[config.mk]
export PLATFORM = sky130hd
export DESIGN_NAME = ira_ctrl
export DESIGN_NICKNAME = d
export VERILOG_FILES = /design/src/rtl/ira_pkg.sv /design/src/rtl/ira_ctrl.sv
export SDC_FILE = /design/constraint.sdc
export NUM_CORES = 1
export LEC_CHECK = 0
export BUFFER_PORTS_ARGS = -buffer_cell sky130_fd_sc_hd__buf_2
export CAP_MARGIN = 20
export CORE_AREA = 2 2 39 41
export DETAILED_ROUTE_END_ITERATION = 6
export DIE_AREA = 0 0 41 43
export MAX_ROUTING_LAYER = met4
export PLACE_DENSITY_LB_ADDON = 0.12
export SLEW_MARGIN = 15
export SYNTH_ARGS = -nofsm -noshare
export SYNTH_HDL_FRONTEND = slang
export SYNTH_SLANG_ARGS = --single-unit
[constraint.sdc]
create_clock -name clock -period 4.05 [get_ports clock]
set_input_delay 0.405 -clock clock [delete_from_list [all_inputs] [get_ports clock]]
set_output_delay 0.405 -clock clock [all_outputs]
set_load 0.005 [all_outputs]
[src/rtl/ira_pkg.sv]
`default_nettype none
// ----------------------------------------------------------------------------
// ira_pkg
// Shared types, codes and constants of the interval region assigner.
// ----------------------------------------------------------------------------
package ira_pkg;

   localparam int REGION_DEPTH_DEF = 1024;
   localparam int POINT_DEPTH_DEF  = 65536;

   localparam logic [16:0] COUNT_MAX = 17'h1FFFF;
   localparam logic [15:0] CHUNK_MAX = 16'hFFFF;

   typedef enum logic [1:0] {
      OP_LOAD    = 2'd0,
      OP_MAP     = 2'd1,
      OP_READ    = 2'd2,
      OP_RESTART = 2'd3
   } op_type;

   typedef enum logic [2:0] {
      ST_OK        = 3'd0,
      ST_UNMAPPED  = 3'd1,
      ST_ERROR     = 3'd2,
      ST_BAD_RANGE = 3'd3,
      ST_FULL      = 3'd4
   } status_type;

   typedef enum logic [1:0] {
      CSR_CHUNK_SIZE = 2'd0,
      CSR_MIN_GROUP  = 2'd1,
      CSR_STRICT_MAP = 2'd2
   } csr_type;

   typedef enum logic [3:0] {
      S_IDLE,
      S_LOAD,
      S_MAP_CHECK,
      S_MAP_FETCH,
      S_MAP_TEST,
      S_MAP_CHUNK,
      S_MAP_GROUP,
      S_READ_KEY,
      S_READ_SIZE,
      S_READ_DONE
   } state_type;

   // controller -> datapath
   typedef struct packed {
      logic capture;      // latch request fields
      logic load_region;  // evaluate and write a region
      logic restart;      // clear point state
      logic region_rd;    // issue region read at current pointer
      logic advance;      // step region pointer
      logic chunk_step;   // bump count and chunk
      logic group_write;  // record a mapped point
      logic unmap_write;  // record an unmapped point
      logic point_full;   // report full table
      logic key_rd;       // read point key and group
      logic size_rd;      // read group size
      logic read_done;    // report a read-back
   } cmd_type;

   // datapath -> controller
   typedef struct packed {
      logic pts_full;     // point table full
      logic have_region;  // current pointer within loaded regions
      logic past_end;     // point at or past end of region
      logic can_advance;  // another region follows
      logic idx_bad;      // read index out of range
   } stat_type;

endpackage
`default_nettype wire

[src/rtl/ira_ctrl.sv]
`default_nettype none
// ----------------------------------------------------------------------------
// ira_ctrl
// Sequencer of the assigner: steps loads, point mapping and read-backs.
// ----------------------------------------------------------------------------
module ira_ctrl (
   input  wire logic            clock,
   input  wire logic            reset,
   input  wire logic            start,
   input  wire logic [1:0]      operation,
   input  wire ira_pkg::stat_type stat,
   output ira_pkg::cmd_type     cmd,
   output logic                 busy
);
   import ira_pkg::*;

   state_type state_ff, state_in;

   // hold state
   always_ff @(posedge clock) begin
      if (reset) begin
         state_ff <= S_IDLE;
      end else begin
         state_ff <= state_in;
      end
   end

   // next state and commands
   always_comb begin
      state_in = state_ff;
      cmd      = '0;
      busy     = (state_ff != S_IDLE);
      case (state_ff)
         S_IDLE: begin
            if (start) begin
               cmd.capture = 1'b1;
               case (op_type'(operation))
                  OP_LOAD:    state_in = S_LOAD;
                  OP_MAP:     state_in = S_MAP_CHECK;
                  OP_READ:    state_in = S_READ_KEY;
                  OP_RESTART: begin
                     cmd.restart = 1'b1;
                  end
                  default:    state_in = S_IDLE;
               endcase
            end
         end
         S_LOAD: begin
            cmd.load_region = 1'b1;
            state_in = S_IDLE;
         end
         S_MAP_CHECK: begin
            if (stat.pts_full) begin
               cmd.point_full = 1'b1;
               state_in = S_IDLE;
            end else if (!stat.have_region) begin
               cmd.unmap_write = 1'b1;
               state_in = S_IDLE;
            end else begin
               cmd.region_rd = 1'b1;
               state_in = S_MAP_FETCH;
            end
         end
         S_MAP_FETCH: state_in = S_MAP_TEST;
         S_MAP_TEST: begin
            // walk forward while the point is past the region end
            if (stat.past_end && stat.can_advance) begin
               cmd.advance   = 1'b1;
               cmd.region_rd = 1'b1;
               state_in = S_MAP_FETCH;
            end else begin
               state_in = S_MAP_CHUNK;
            end
         end
         S_MAP_CHUNK: begin
            cmd.chunk_step = 1'b1;
            state_in = S_MAP_GROUP;
         end
         S_MAP_GROUP: begin
            cmd.group_write = 1'b1;
            state_in = S_IDLE;
         end
         S_READ_KEY: begin
            if (stat.idx_bad) begin
               cmd.read_done = 1'b1;
               state_in = S_IDLE;
            end else begin
               cmd.key_rd = 1'b1;
               state_in = S_READ_SIZE;
            end
         end
         S_READ_SIZE: begin
            cmd.size_rd = 1'b1;
            state_in = S_READ_DONE;
         end
         S_READ_DONE: begin
            cmd.read_done = 1'b1;
            state_in = S_IDLE;
         end
         default: state_in = S_IDLE;
      endcase
   end

endmodule
`default_nettype wire

Yosys cells after proc, flatten, opt, wreduce, memory -nomap -nowiden. Cells that the tools add are included.

Register bits: 4. Logic and storage cells: 49. Input bits: 10. Output and inout port bits: 13.

Muxes and demuxes: 29. Eq/ne operators: 14. Reduce and logical (&&, ||, !) cells: 5.

Operator list (count): 4-bit one-hot mux with 7 select lines (1); 1-bit 2-to-1 mux (18); 4-bit by 3-bit equality test with 1-bit output, second input constant (4); 4-bit 2-to-1 mux (3); 4-bit one-hot mux with 3 select lines (1); 4-bit by 2-bit equality test with 1-bit output, second input constant (2); 4-bit equality test, second input constant (2); 2-bit 2-to-1 mux (3); 2-bit equality test, second input constant (2); 4-bit by 1-bit equality test with 1-bit output, second input constant (1); 4-bit zero test (1); 4-bit by 1-bit inequality test with 1-bit output, second input constant (1); 1-bit one-hot mux with 2 select lines (2); 4-bit nonzero test (1); 3-bit 2-to-1 mux (1); 2-bit by 1-bit equality test with 1-bit output, second input constant (1); 2-bit zero test (1); 2-bit inequality test, second input constant (1); 2-bit AND reduction (1); 1-bit logical AND (1).

Logic depth before layout (Yosys ltp). Gate-level depths: netlist of the first run.

Depth in word-level cells: 4. Depth in mapped cells: 5. Gate-level depth less buffers: 5.

Worst setup path after synthesis of the first run. No wires, ideal clock.

Kind: input port to flip-flop. From: in operation[0]. To: reg state_ff[1]. Path slack: 2.430 ns. Library setup time: 0.091 ns. Arrival: 1.528 ns. Required time: 3.959 ns. Stages: 5. Buffers on the path: 0. Cells stage by stage: inv_1 -> ha_1 -> or3b_1 -> a211o_1 -> a311oi_1.

Longest elaborated chain between the ends: 4. Elaborated cells on any way between the ends: 8. Those cells by class: eq/ne: 3; mux: 3; reduce/logical: 2.

Ends and longest elaborated chain: from (decl) (line ira_ctrl.sv:10) `input wire logic [1:0] operation,`; 2-bit equality test (tied with other cells) (line ira_ctrl.sv:37) `case (op_type'(operation))`; 4-bit one-hot mux with 3 select lines (line ira_ctrl.sv:37); 4-bit 2-to-1 mux (line ira_ctrl.sv:35) `if (start) begin`; 4-bit one-hot mux with 7 select lines (line ira_ctrl.sv:33) `case (state_ff)`; to (signal assigned) (line ira_ctrl.sv:24) `state_ff <= state_in;`; to (decl) (line ira_ctrl.sv:17) `state_type state_ff, state_in;`.

Several ways; a longest one is shown, not always the timed one. The select of a mux whose other input is x is not followed. A chain may end at the register's enable or synchronous reset.

==> report_table.html, run 1 <==
<table>
<tr><th>Metric</th><th>Value</th></tr>
<tr><th colspan="2">Clock tree</th></tr>
<tr><td># clock sinks</td><td>4</td></tr>
<tr><td>Post-CTS Setup Repair Bufs</td><td>0</td></tr>
<tr><td>Root Driver</td><td>clkbuf_4</td></tr>
<tr><td>Count of H-tree levels built during CTS</td><td>1</td></tr>
<tr><td>Resized Gates After CTS</td><td>0</td></tr>
<tr><td>CTS hold repair buffers</td><td>0</td></tr>
<tr><td>Clock transition time at the flip-flop clock pins of the worst setup and hold paths</td><td>around 0.040 ns</td></tr>
<tr><td>Clock insertion delay at the later pin of the skew report</td><td>approximately 0.24 ns</td></tr>
<tr><td>Clock tree from TritonCTS</td><td>done</td></tr>
<tr><td>Total CTS buffers</td><td>3</td></tr>
<tr><td>Clock Tree Buf Depth</td><td>2</td></tr>
<tr><th colspan="2">Critical path</th></tr>
<tr><td>FF-to-FF path depth</td><td>3</td></tr>
<tr><td>Startpoint of the worst register-to-register path</td><td>state_ff[1]$_SDFFE_PP0P_</td></tr>
<tr><td>Worst Setup End Kind</td><td>primary output</td></tr>
<tr><td>Required time reported for the critical path endpoint</td><td>3.64 ns</td></tr>
<tr><td>Worst path arrival time</td><td>1.60 ns</td></tr>
<tr><td>Kind of start point of the critical path</td><td>register</td></tr>
<tr><td>Maximum fanout encountered on the critical timing path</td><td>15</td></tr>
<tr><td>Endpoint of the most critical register-to-register path</td><td>state_ff[1]$_SDFFE_PP0P_</td></tr>
<tr><td>Setup slack on the worst flop-to-flop path</td><td>~2.5 ns</td></tr>
<tr><td>Setup CP Type</td><td>register to primary output</td></tr>
<tr><th colspan="2">Floorplan</th></tr>
<tr><td>Floorplan die width</td><td>about 40 um</td></tr>
<tr><td>CORE AREA</td><td>roughly 1400 um^2</td></tr>
<tr><td>Die height</td><td>about 43 um</td></tr>
<tr><td>Initial core utilization</td><td>between 30% and 40%</td></tr>
<tr><td>Row count</td><td>14</td></tr>
<tr><td>Number of top-level pins</td><td>23</td></tr>
<tr><td>Die Area</td><td>~1800 um^2</td></tr>
<tr><th colspan="2">Global routing</th></tr>
<tr><td>Largest net degree at the start of global routing</td><td>16</td></tr>
<tr><td>Number of global-route vias before repair</td><td>between 400 and 500</td></tr>
<tr><td>Met2 track utilization from global routing</td><td>a little under 20%</td></tr>
<tr><td>Gr busiest metal</td><td>met1</td></tr>
<tr><td>Met3 Track Usage GR</td><td>3.14%</td></tr>
<tr><td>Global-route wire length before repair</td><td>about 1800 um</td></tr>
<tr><td>Number of antenna violations at the first check in global routing</td><td>0</td></tr>
<tr><td>Global Route met1 Usage</td><td>roughly a fifth</td></tr>
<tr><td>Grt total ovfl</td><td>0</td></tr>
<tr><td>Global-route total usage across every layer</td><td>14.8%</td></tr>
<tr><th colspan="2">Timing</th></tr>
<tr><td>Maximum clock frequency</td><td>between 400 and 500 MHz</td></tr>
<tr><td>Final setup vio count</td><td>0</td></tr>
<tr><td>Actual slew at the worst max-slew pin</td><td>between 0.4 and 0.5 ns</td></tr>
<tr><td>Max Slew Vio Count</td><td>0</td></tr>
<tr><td>Final critical delay including setup and external delays</td><td>about 2 ns</td></tr>
<tr><td>Setup TNS</td><td>0 ns</td></tr>
<tr><td>Unrepaired setup endpoints after global routing</td><td>false</td></tr>
<tr><td>Final worst path period share</td><td>around 50%</td></tr>
<tr><td>Relative slew slack</td><td>between 60% and 70%</td></tr>
<tr><td>Maximum clock skew at final layout</td><td>between 0.002 and 0.003 ns</td></tr>
<tr><td>Final hold violation count</td><td>0</td></tr>
<tr><td>Worst-case setup margin in the final layout</td><td>2.04 ns</td></tr>
<tr><th colspan="2">Synth</th></tr>
<tr><td>Average footprint of a synthesized cell</td><td>about 7.7 um^2</td></tr>
<tr><td>Number of flip-flops and latches in the synthesized netlist</td><td>4</td></tr>
<tr><td>Cells after synthesis</td><td>60</td></tr>
<tr><td>Post-synthesis net count</td><td>between 70 and 80</td></tr>
<tr><td>Cell type with the largest total area after synthesis</td><td>dfxtp_1</td></tr>
<tr><td>Count of synthesis-stage warnings from yosys</td><td>0</td></tr>
<tr><td>Summed instance area of the synthesized netlist</td><td>between 400 and 500 um^2</td></tr>
<tr><td>Sequential share of the synthesized area</td><td>~17%</td></tr>
<tr><td>Synth cell types</td><td>32</td></tr>
<tr><td>Top cells by area, synth</td><td>dfxtp_1 (17%), ha_1 (11%), inv_1 (4.9%)</td></tr>
<tr><td>Fraction of synthesized cell area taken by the top area cell type</td><td>about 17%</td></tr>
<tr><th colspan="2">Layout</th></tr>
<tr><td>Top library cells by usage in the layout, fill and taps aside</td><td>buf_2 (22), inv_1 (6), nand2_1 (4), ha_1 (4), dfxtp_1 (4)</td></tr>
<tr><td>Number of diodes</td><td>0</td></tr>
<tr><td>Fraction of final layout cells sized beyond drive strength 1</td><td>33.3%</td></tr>
<tr><td>Layout-stage area growth over the synthesis result</td><td>27.8%</td></tr>
<tr><td>Registers with the highest flip-flop counts</td><td>state_ff (4)</td></tr>
<tr><td>Largest reg by FF count</td><td>state_ff</td></tr>
<tr><td>Most common cell after layout, fill and taps aside</td><td>buf_2</td></tr>
<tr><td>Post-route core utilization</td><td>42.4%</td></tr>
<tr><td>Post-route insts no fill</td><td>between 90 and 100</td></tr>
<tr><td>Net count reported at finish</td><td>97</td></tr>
<tr><td>Max reg flops</td><td>4</td></tr>
<tr><th colspan="2">Outcome</th></tr>
<tr><td>Status</td><td>finished clean</td></tr>
<tr><th colspan="2">Place</th></tr>
<tr><td>Number of buffer cells added on primary ports</td><td>22</td></tr>
<tr><td>HPWL Detailed</td><td>between 800 and 900 um</td></tr>
<tr><td>Global placement routability congestion</td><td>0.763</td></tr>
<tr><td>Placed Cells incl. Taps</td><td>between 90 and 100</td></tr>
<tr><td>Pre-CTS setup slack</td><td>2.24 ns</td></tr>
<tr><th colspan="2">Power and ir drop</th></tr>
<tr><td>Highest ir drop seen on vdd</td><td>roughly 0.12 mV</td></tr>
<tr><td>Total leakage power</td><td>0.324 nW</td></tr>
<tr><td>Power per unit of standard cell area</td><td>between 300 and 400 nW/um^2</td></tr>
<tr><td>Power Total</td><td>roughly 0.19 mW</td></tr>
<tr><th colspan="2">Min path</th></tr>
<tr><td>Hold Path Depth</td><td>3</td></tr>
<tr><td>Hold Crit Endpoint</td><td>state_ff[3]$_SDFFE_PP0P_</td></tr>
<tr><td>Hold Crit Start</td><td>stat[0]</td></tr>
<tr><td>Class of the most critical hold timing path</td><td>primary input to register</td></tr>
<tr><th colspan="2">Drt</th></tr>
<tr><td>DR WL/cell</td><td>between 10 and 15 um</td></tr>
<tr><td>Drt drc</td><td>0</td></tr>
<tr><td>Post-detailed-route via-to-cell ratio</td><td>5.20</td></tr>
<tr><td>Routed wire length</td><td>between 1000 and 1500 um</td></tr>
<tr><td>Number of routed nets with antenna violations</td><td>0</td></tr>
<tr><td>First-pass iteration count of the detailed router</td><td>4</td></tr>
<tr><td>Routed via count</td><td>around 500</td></tr>
<tr><td>Initial DRC Count</td><td>10</td></tr>
<tr><th colspan="2">Run</th></tr>
<tr><td>Total of max-cap violations</td><td>0</td></tr>
</table>
-- synth_stat cells (all sizes together) --
cell type / number
nand4: 1
dfxtp: 4
nor2: 2
a311oi: 1
a211o: 1
a21oi: 2
nand3b: 2
or4: 1
nand2b: 2
nor3: 3
nand4b: 1
clkbuf: 1
and3: 2
nand3: 1
a2111o: 1
nor3b: 2
buf: 3
o2111ai: 1
or3b: 2
or3: 2
and2: 2
inv: 6
a211oi: 3
ha: 4
o21ai: 1
nor2b: 3
a221o: 1
nand2: 4
a31oi: 1
-- area by class of cell --
cell class | count | area, um^2
Multi-Input combinational cell | 46 | 332
Fill cell | 161 | 797
Tap cell | 16 | 20.0
Sequential cell | 4 | 80.1
Timing Repair Buffer | 22 | 110
Inverter | 6 | 22.5
Clock buffer | 3 | 22.5
-- cells by family after synthesis --
| family | share of synthesized area, % |
|---|---|
| buffers and inverters | 10.4 |
| AO/OA/AOI/OAI | 21.8 |
| flip-flops | 17.4 |
| AND/OR/NAND/NOR | 39.5 |
| adder cells (fa/ha/maj) | 10.9 |
-- per-stage QoR --
step	hold WS, ns	instance area [um^2]
final	0.502	587
after global routing	0.524	587
after global placement	0.700	564
after detailed placement	0.703	564
after floorplan	0.598	459
after CTS	0.499	587
-- worst max-delay path by stage --
stage	start	end
after floorplan	operation[0]	state_ff[1]$_SDFFE_PP0P_
after global placement	state_ff[1]$_SDFFE_PP0P_	cmd[8]
after detailed placement	operation[0]	state_ff[1]$_SDFFE_PP0P_
after CTS	state_ff[1]$_SDFFE_PP0P_	cmd[8]
after global routing	state_ff[1]$_SDFFE_PP0P_	cmd[8]
final	state_ff[1]$_SDFFE_PP0P_	cmd[8]
-- metal layers --
metal | up-vias | wire [um]
met4 | 0 | 0
met2 | 20 | 503
met5 | - | 0
met1 | 219 | 528
met3 | 0 | 80
li1 | 265 | -
-- where the power goes --
group	switching [mW]	leakage (nW)	internal (mW)	total, mW
logic	0.0397	0.277	0.0387	0.0784
registers	0.0163	0.0326	0.0450	0.0612
clock network	0.0172	0.0138	0.0332	0.0504
-- critical path: stages, from the launching register on --
cell and delay, ns:
dfxtp_1 0.60, nor2b_1 0.34, nand4b_1 0.21, nand2_1 0.10
buf_2 0.11
Power figures use the tool's default switching activity.
==> run 2, diff against run 1 <==
==> constraint.sdc (replaced) <==
create_clock -name clock -period 2 [get_ports clock]
set_input_delay 0.2 -clock clock [delete_from_list [all_inputs] [get_ports clock]]
set_output_delay 0.2 -clock clock [all_outputs]
set_load 0.005 [all_outputs]
==> run 2 against run 1 <==
Effect of this change:
- power grew 100%
- largest cell class unchanged
- sequential power rose by 100%
- wire length decreased by 2.4%
- hold slack worse by 0.21 ns
- largest power group unchanged
- critical path depth unchanged
- die area did not move
- combinational power grew 100%
- critical path type unchanged
==> report_table.html, run 2 (synthesized netlist as in run 1, its figures left out) <==
<table>
<tr><th>Metric</th><th>Value</th></tr>
<tr><th colspan="2">Min path</th></tr>
<tr><td>Hold Crit Start</td><td>stat[0]</td></tr>
<tr><td>Class of the most critical hold timing path</td><td>primary input to register</td></tr>
<tr><td>Hold Path Depth</td><td>3</td></tr>
<tr><td>Hold Crit Endpoint</td><td>state_ff[3]$_SDFFE_PP0P_</td></tr>
<tr><th colspan="2">Clock tree</th></tr>
<tr><td>Total CTS buffers</td><td>3</td></tr>
<tr><td># clock sinks</td><td>4</td></tr>
<tr><td>Clock transition time at the flip-flop clock pins of the worst setup and hold paths</td><td>0.04 ns</td></tr>
<tr><td>Clock tree from TritonCTS</td><td>done</td></tr>
<tr><td>Clock Tree Buf Depth</td><td>2</td></tr>
<tr><td>Root Driver</td><td>clkbuf_4</td></tr>
<tr><td>Post-CTS Setup Repair Bufs</td><td>0</td></tr>
<tr><td>Resized Gates After CTS</td><td>0</td></tr>
<tr><td>CTS hold repair buffers</td><td>0</td></tr>
<tr><td>Count of H-tree levels built during CTS</td><td>1</td></tr>
<tr><td>Clock insertion delay at the later pin of the skew report</td><td>0.24 ns</td></tr>
<tr><th colspan="2">Global routing</th></tr>
<tr><td>Grt total ovfl</td><td>0</td></tr>
<tr><td>Global-route wire length before repair</td><td>about 1800 um</td></tr>
<tr><td>Global-route total usage across every layer</td><td>15.1%</td></tr>
<tr><td>Largest net degree at the start of global routing</td><td>16</td></tr>
<tr><td>Number of global-route vias before repair</td><td>446</td></tr>
<tr><td>Number of antenna violations at the first check in global routing</td><td>0</td></tr>
<tr><th colspan="2">Drt</th></tr>
<tr><td>Post-detailed-route via-to-cell ratio</td><td>approximately 5.2</td></tr>
<tr><td>DR WL/cell</td><td>approximately 11 um</td></tr>
<tr><td>Number of routed nets with antenna violations</td><td>0</td></tr>
<tr><td>First-pass iteration count of the detailed router</td><td>4</td></tr>
<tr><td>Routed via count</td><td>505</td></tr>
<tr><td>Drt drc</td><td>0</td></tr>
<tr><td>Routed wire length</td><td>between 1000 and 1500 um</td></tr>
<tr><td>Initial DRC Count</td><td>8</td></tr>
<tr><th colspan="2">Timing</th></tr>
<tr><td>Actual slew at the worst max-slew pin</td><td>roughly 0.44 ns</td></tr>
<tr><td>Maximum clock skew at final layout</td><td>roughly 0.0027 ns</td></tr>
<tr><td>Final hold violation count</td><td>0</td></tr>
<tr><td>Max Slew Vio Count</td><td>0</td></tr>
<tr><td>Unrepaired setup endpoints after global routing</td><td>false</td></tr>
<tr><td>Final worst path period share</td><td>around nine tenths</td></tr>
<tr><td>Maximum clock frequency</td><td>between 500 and 600 MHz</td></tr>
<tr><td>Final setup vio count</td><td>0</td></tr>
<tr><td>Final critical delay including setup and external delays</td><td>1.80 ns</td></tr>
<tr><td>Setup TNS</td><td>0 ns</td></tr>
<tr><td>Relative slew slack</td><td>between 70% and 80%</td></tr>
<tr><th colspan="2">Layout</th></tr>
<tr><td>Number of diodes</td><td>0</td></tr>
<tr><td>Max reg flops</td><td>4</td></tr>
<tr><td>Largest reg by FF count</td><td>state_ff</td></tr>
<tr><td>Post-route core utilization</td><td>42.4%</td></tr>
<tr><td>Fraction of final layout cells sized beyond drive strength 1</td><td>approximately a third</td></tr>
<tr><td>Registers with the highest flip-flop counts</td><td>state_ff (4)</td></tr>
<tr><td>Top library cells by usage in the layout, fill and taps aside</td><td>buf_2 (22), inv_1 (6), nand2_1 (4), ha_1 (4), dfxtp_1 (4)</td></tr>
<tr><td>Layout-stage area growth over the synthesis result</td><td>27.8%</td></tr>
<tr><td>Most common cell after layout, fill and taps aside</td><td>buf_2</td></tr>
<tr><td>Filler cell count</td><td>151</td></tr>
<tr><td>Post-route insts no fill</td><td>97</td></tr>
<tr><td>Multi-input gate area in the final layout</td><td>between 300 and 400 um^2</td></tr>
<tr><td>Net count reported at finish</td><td>between 90 and 100</td></tr>
<tr><td>Combined flip-flop and latch cell area</td><td>around 80 um^2</td></tr>
<tr><th colspan="2">Floorplan</th></tr>
<tr><td>Number of top-level pins</td><td>23</td></tr>
<tr><td>Initial core utilization</td><td>33.2%</td></tr>
<tr><td>Die Area</td><td>~1800 um^2</td></tr>
<tr><td>CORE AREA</td><td>~1400 um^2</td></tr>
<tr><td>Floorplan die width</td><td>41 um</td></tr>
<tr><td>Row count</td><td>14</td></tr>
<tr><td>Die height</td><td>between 40 and 50 um</td></tr>
<tr><th colspan="2">Run</th></tr>
<tr><td>Total of max-cap violations</td><td>0</td></tr>
<tr><th colspan="2">Place</th></tr>
<tr><td>Placed Cells incl. Taps</td><td>94</td></tr>
<tr><td>HPWL Detailed</td><td>approximately 820 um</td></tr>
<tr><td>Global placement routability congestion</td><td>between 0.7 and 0.8</td></tr>
<tr><td>Number of buffer cells added on primary ports</td><td>22</td></tr>
<tr><th colspan="2">Power and ir drop</th></tr>
<tr><td>Highest ir drop seen on vdd</td><td>between 0.2 and 0.3 mV</td></tr>
<tr><td>Total leakage power</td><td>0.324 nW</td></tr>
<tr><td>Power per unit of standard cell area</td><td>approximately 650 nW/um^2</td></tr>
<tr><th colspan="2">Critical path</th></tr>
<tr><td>Maximum fanout encountered on the critical timing path</td><td>15</td></tr>
<tr><td>List of cells traversed by the critical path</td><td>nor2b_1, nand4b_1, nand2_1, buf_2</td></tr>
<tr><td>Cell depth of the worst setup path</td><td>4</td></tr>
<tr><td>Worst Setup End Kind</td><td>primary output</td></tr>
<tr><td>FF-to-FF path depth</td><td>3</td></tr>
<tr><td>Slowest library cell on the worst path</td><td>dfxtp_1</td></tr>
<tr><td>Family with the most delay on the worst path</td><td>simple AND/OR/NAND/NOR gates</td></tr>
<tr><td>Required time reported for the critical path endpoint</td><td>between 1.5 and 2 ns</td></tr>
<tr><td>Endpoint of the most critical register-to-register path</td><td>state_ff[1]$_SDFFE_PP0P_</td></tr>
<tr><td>Delay of the slowest cell on the worst path</td><td>0.58 ns</td></tr>
<tr><td>Startpoint of the worst register-to-register path</td><td>state_ff[1]$_SDFFE_PP0P_</td></tr>
<tr><td>Sum of buffers and inverters on the critical path</td><td>1</td></tr>
<tr><td>Worst path arrival time</td><td>1.60 ns</td></tr>
<tr><td>Kind of start point of the critical path</td><td>register</td></tr>
<tr><td>Setup CP Type</td><td>register to primary output</td></tr>
<tr><td>Setup slack on the worst flop-to-flop path</td><td>0.49 ns</td></tr>
<tr><th colspan="2">Outcome</th></tr>
<tr><td>Status</td><td>finished clean</td></tr>
</table>
==> run 2: cell counts in the layout (fill, tap and decap cells not counted) <==
No cell type changed its count.
==> run 2: final cells by class <==
class	count	share of cell area (%)
multi-input combinational	46	56.5
timing repair buffer	22	18.8
sequential	4	13.6
clock buffer	3	3.84
inverter	6	3.84
tap	16	3.41
==> run 2: per-layer routing <==
metal / up-vias / wire (um) / global-route usage, %
met1: 214 / 554 / 23.5
li1: 265 / - / -
met5: - / 0 / -
met2: 24 / 429 / 18.4
met4: 0 / 17 / 8.00
met3: 2 / 83 / 1.57
==> run 2: worst max path at each step <==
stage,from,endpoint,slack (ns)
global placement,state_ff[1]$_SDFFE_PP0P_,cmd[8],0.41
floorplan,operation[0],state_ff[1]$_SDFFE_PP0P_,0.59
CTS,state_ff[1]$_SDFFE_PP0P_,cmd[8],0.21
finish,state_ff[1]$_SDFFE_PP0P_,cmd[8],0.20
detailed placement,operation[0],state_ff[1]$_SDFFE_PP0P_,0.40
global route,state_ff[1]$_SDFFE_PP0P_,cmd[8],0.09
==> run 2: where the power goes <==
| part | switching [mW] | internal (mW) | total [mW] |
|---|---|---|---|
| sequential | 0.0329 | 0.0911 | 0.124 |
| clock | 0.0345 | 0.0672 | 0.102 |
| combinational | 0.0799 | 0.0783 | 0.158 |
| total | 0.147 | 0.237 | 0.384 |
==> run 2: stage by stage <==
stage          area [um^2]  total power, mW  hold WS [ns]  setup WS (ns)
2_1_floorplan          459            0.236         0.410          0.585
3_3_place_gp           564            0.284         0.540          0.415
3_5_place_dp           564            0.284         0.538          0.398
4_1_cts                587            0.388         0.291          0.211
5_1_grt                587            0.415         0.320         0.0928
6_report               587            0.384         0.294          0.202
==> run 2: worst register-to-register path: cells and delay by family (launching register included) <==
kind | cells | cell delay (ns)
compound gates | 1 | 0.28
flops | 1 | 0.58
simple gates | 2 | 0.56
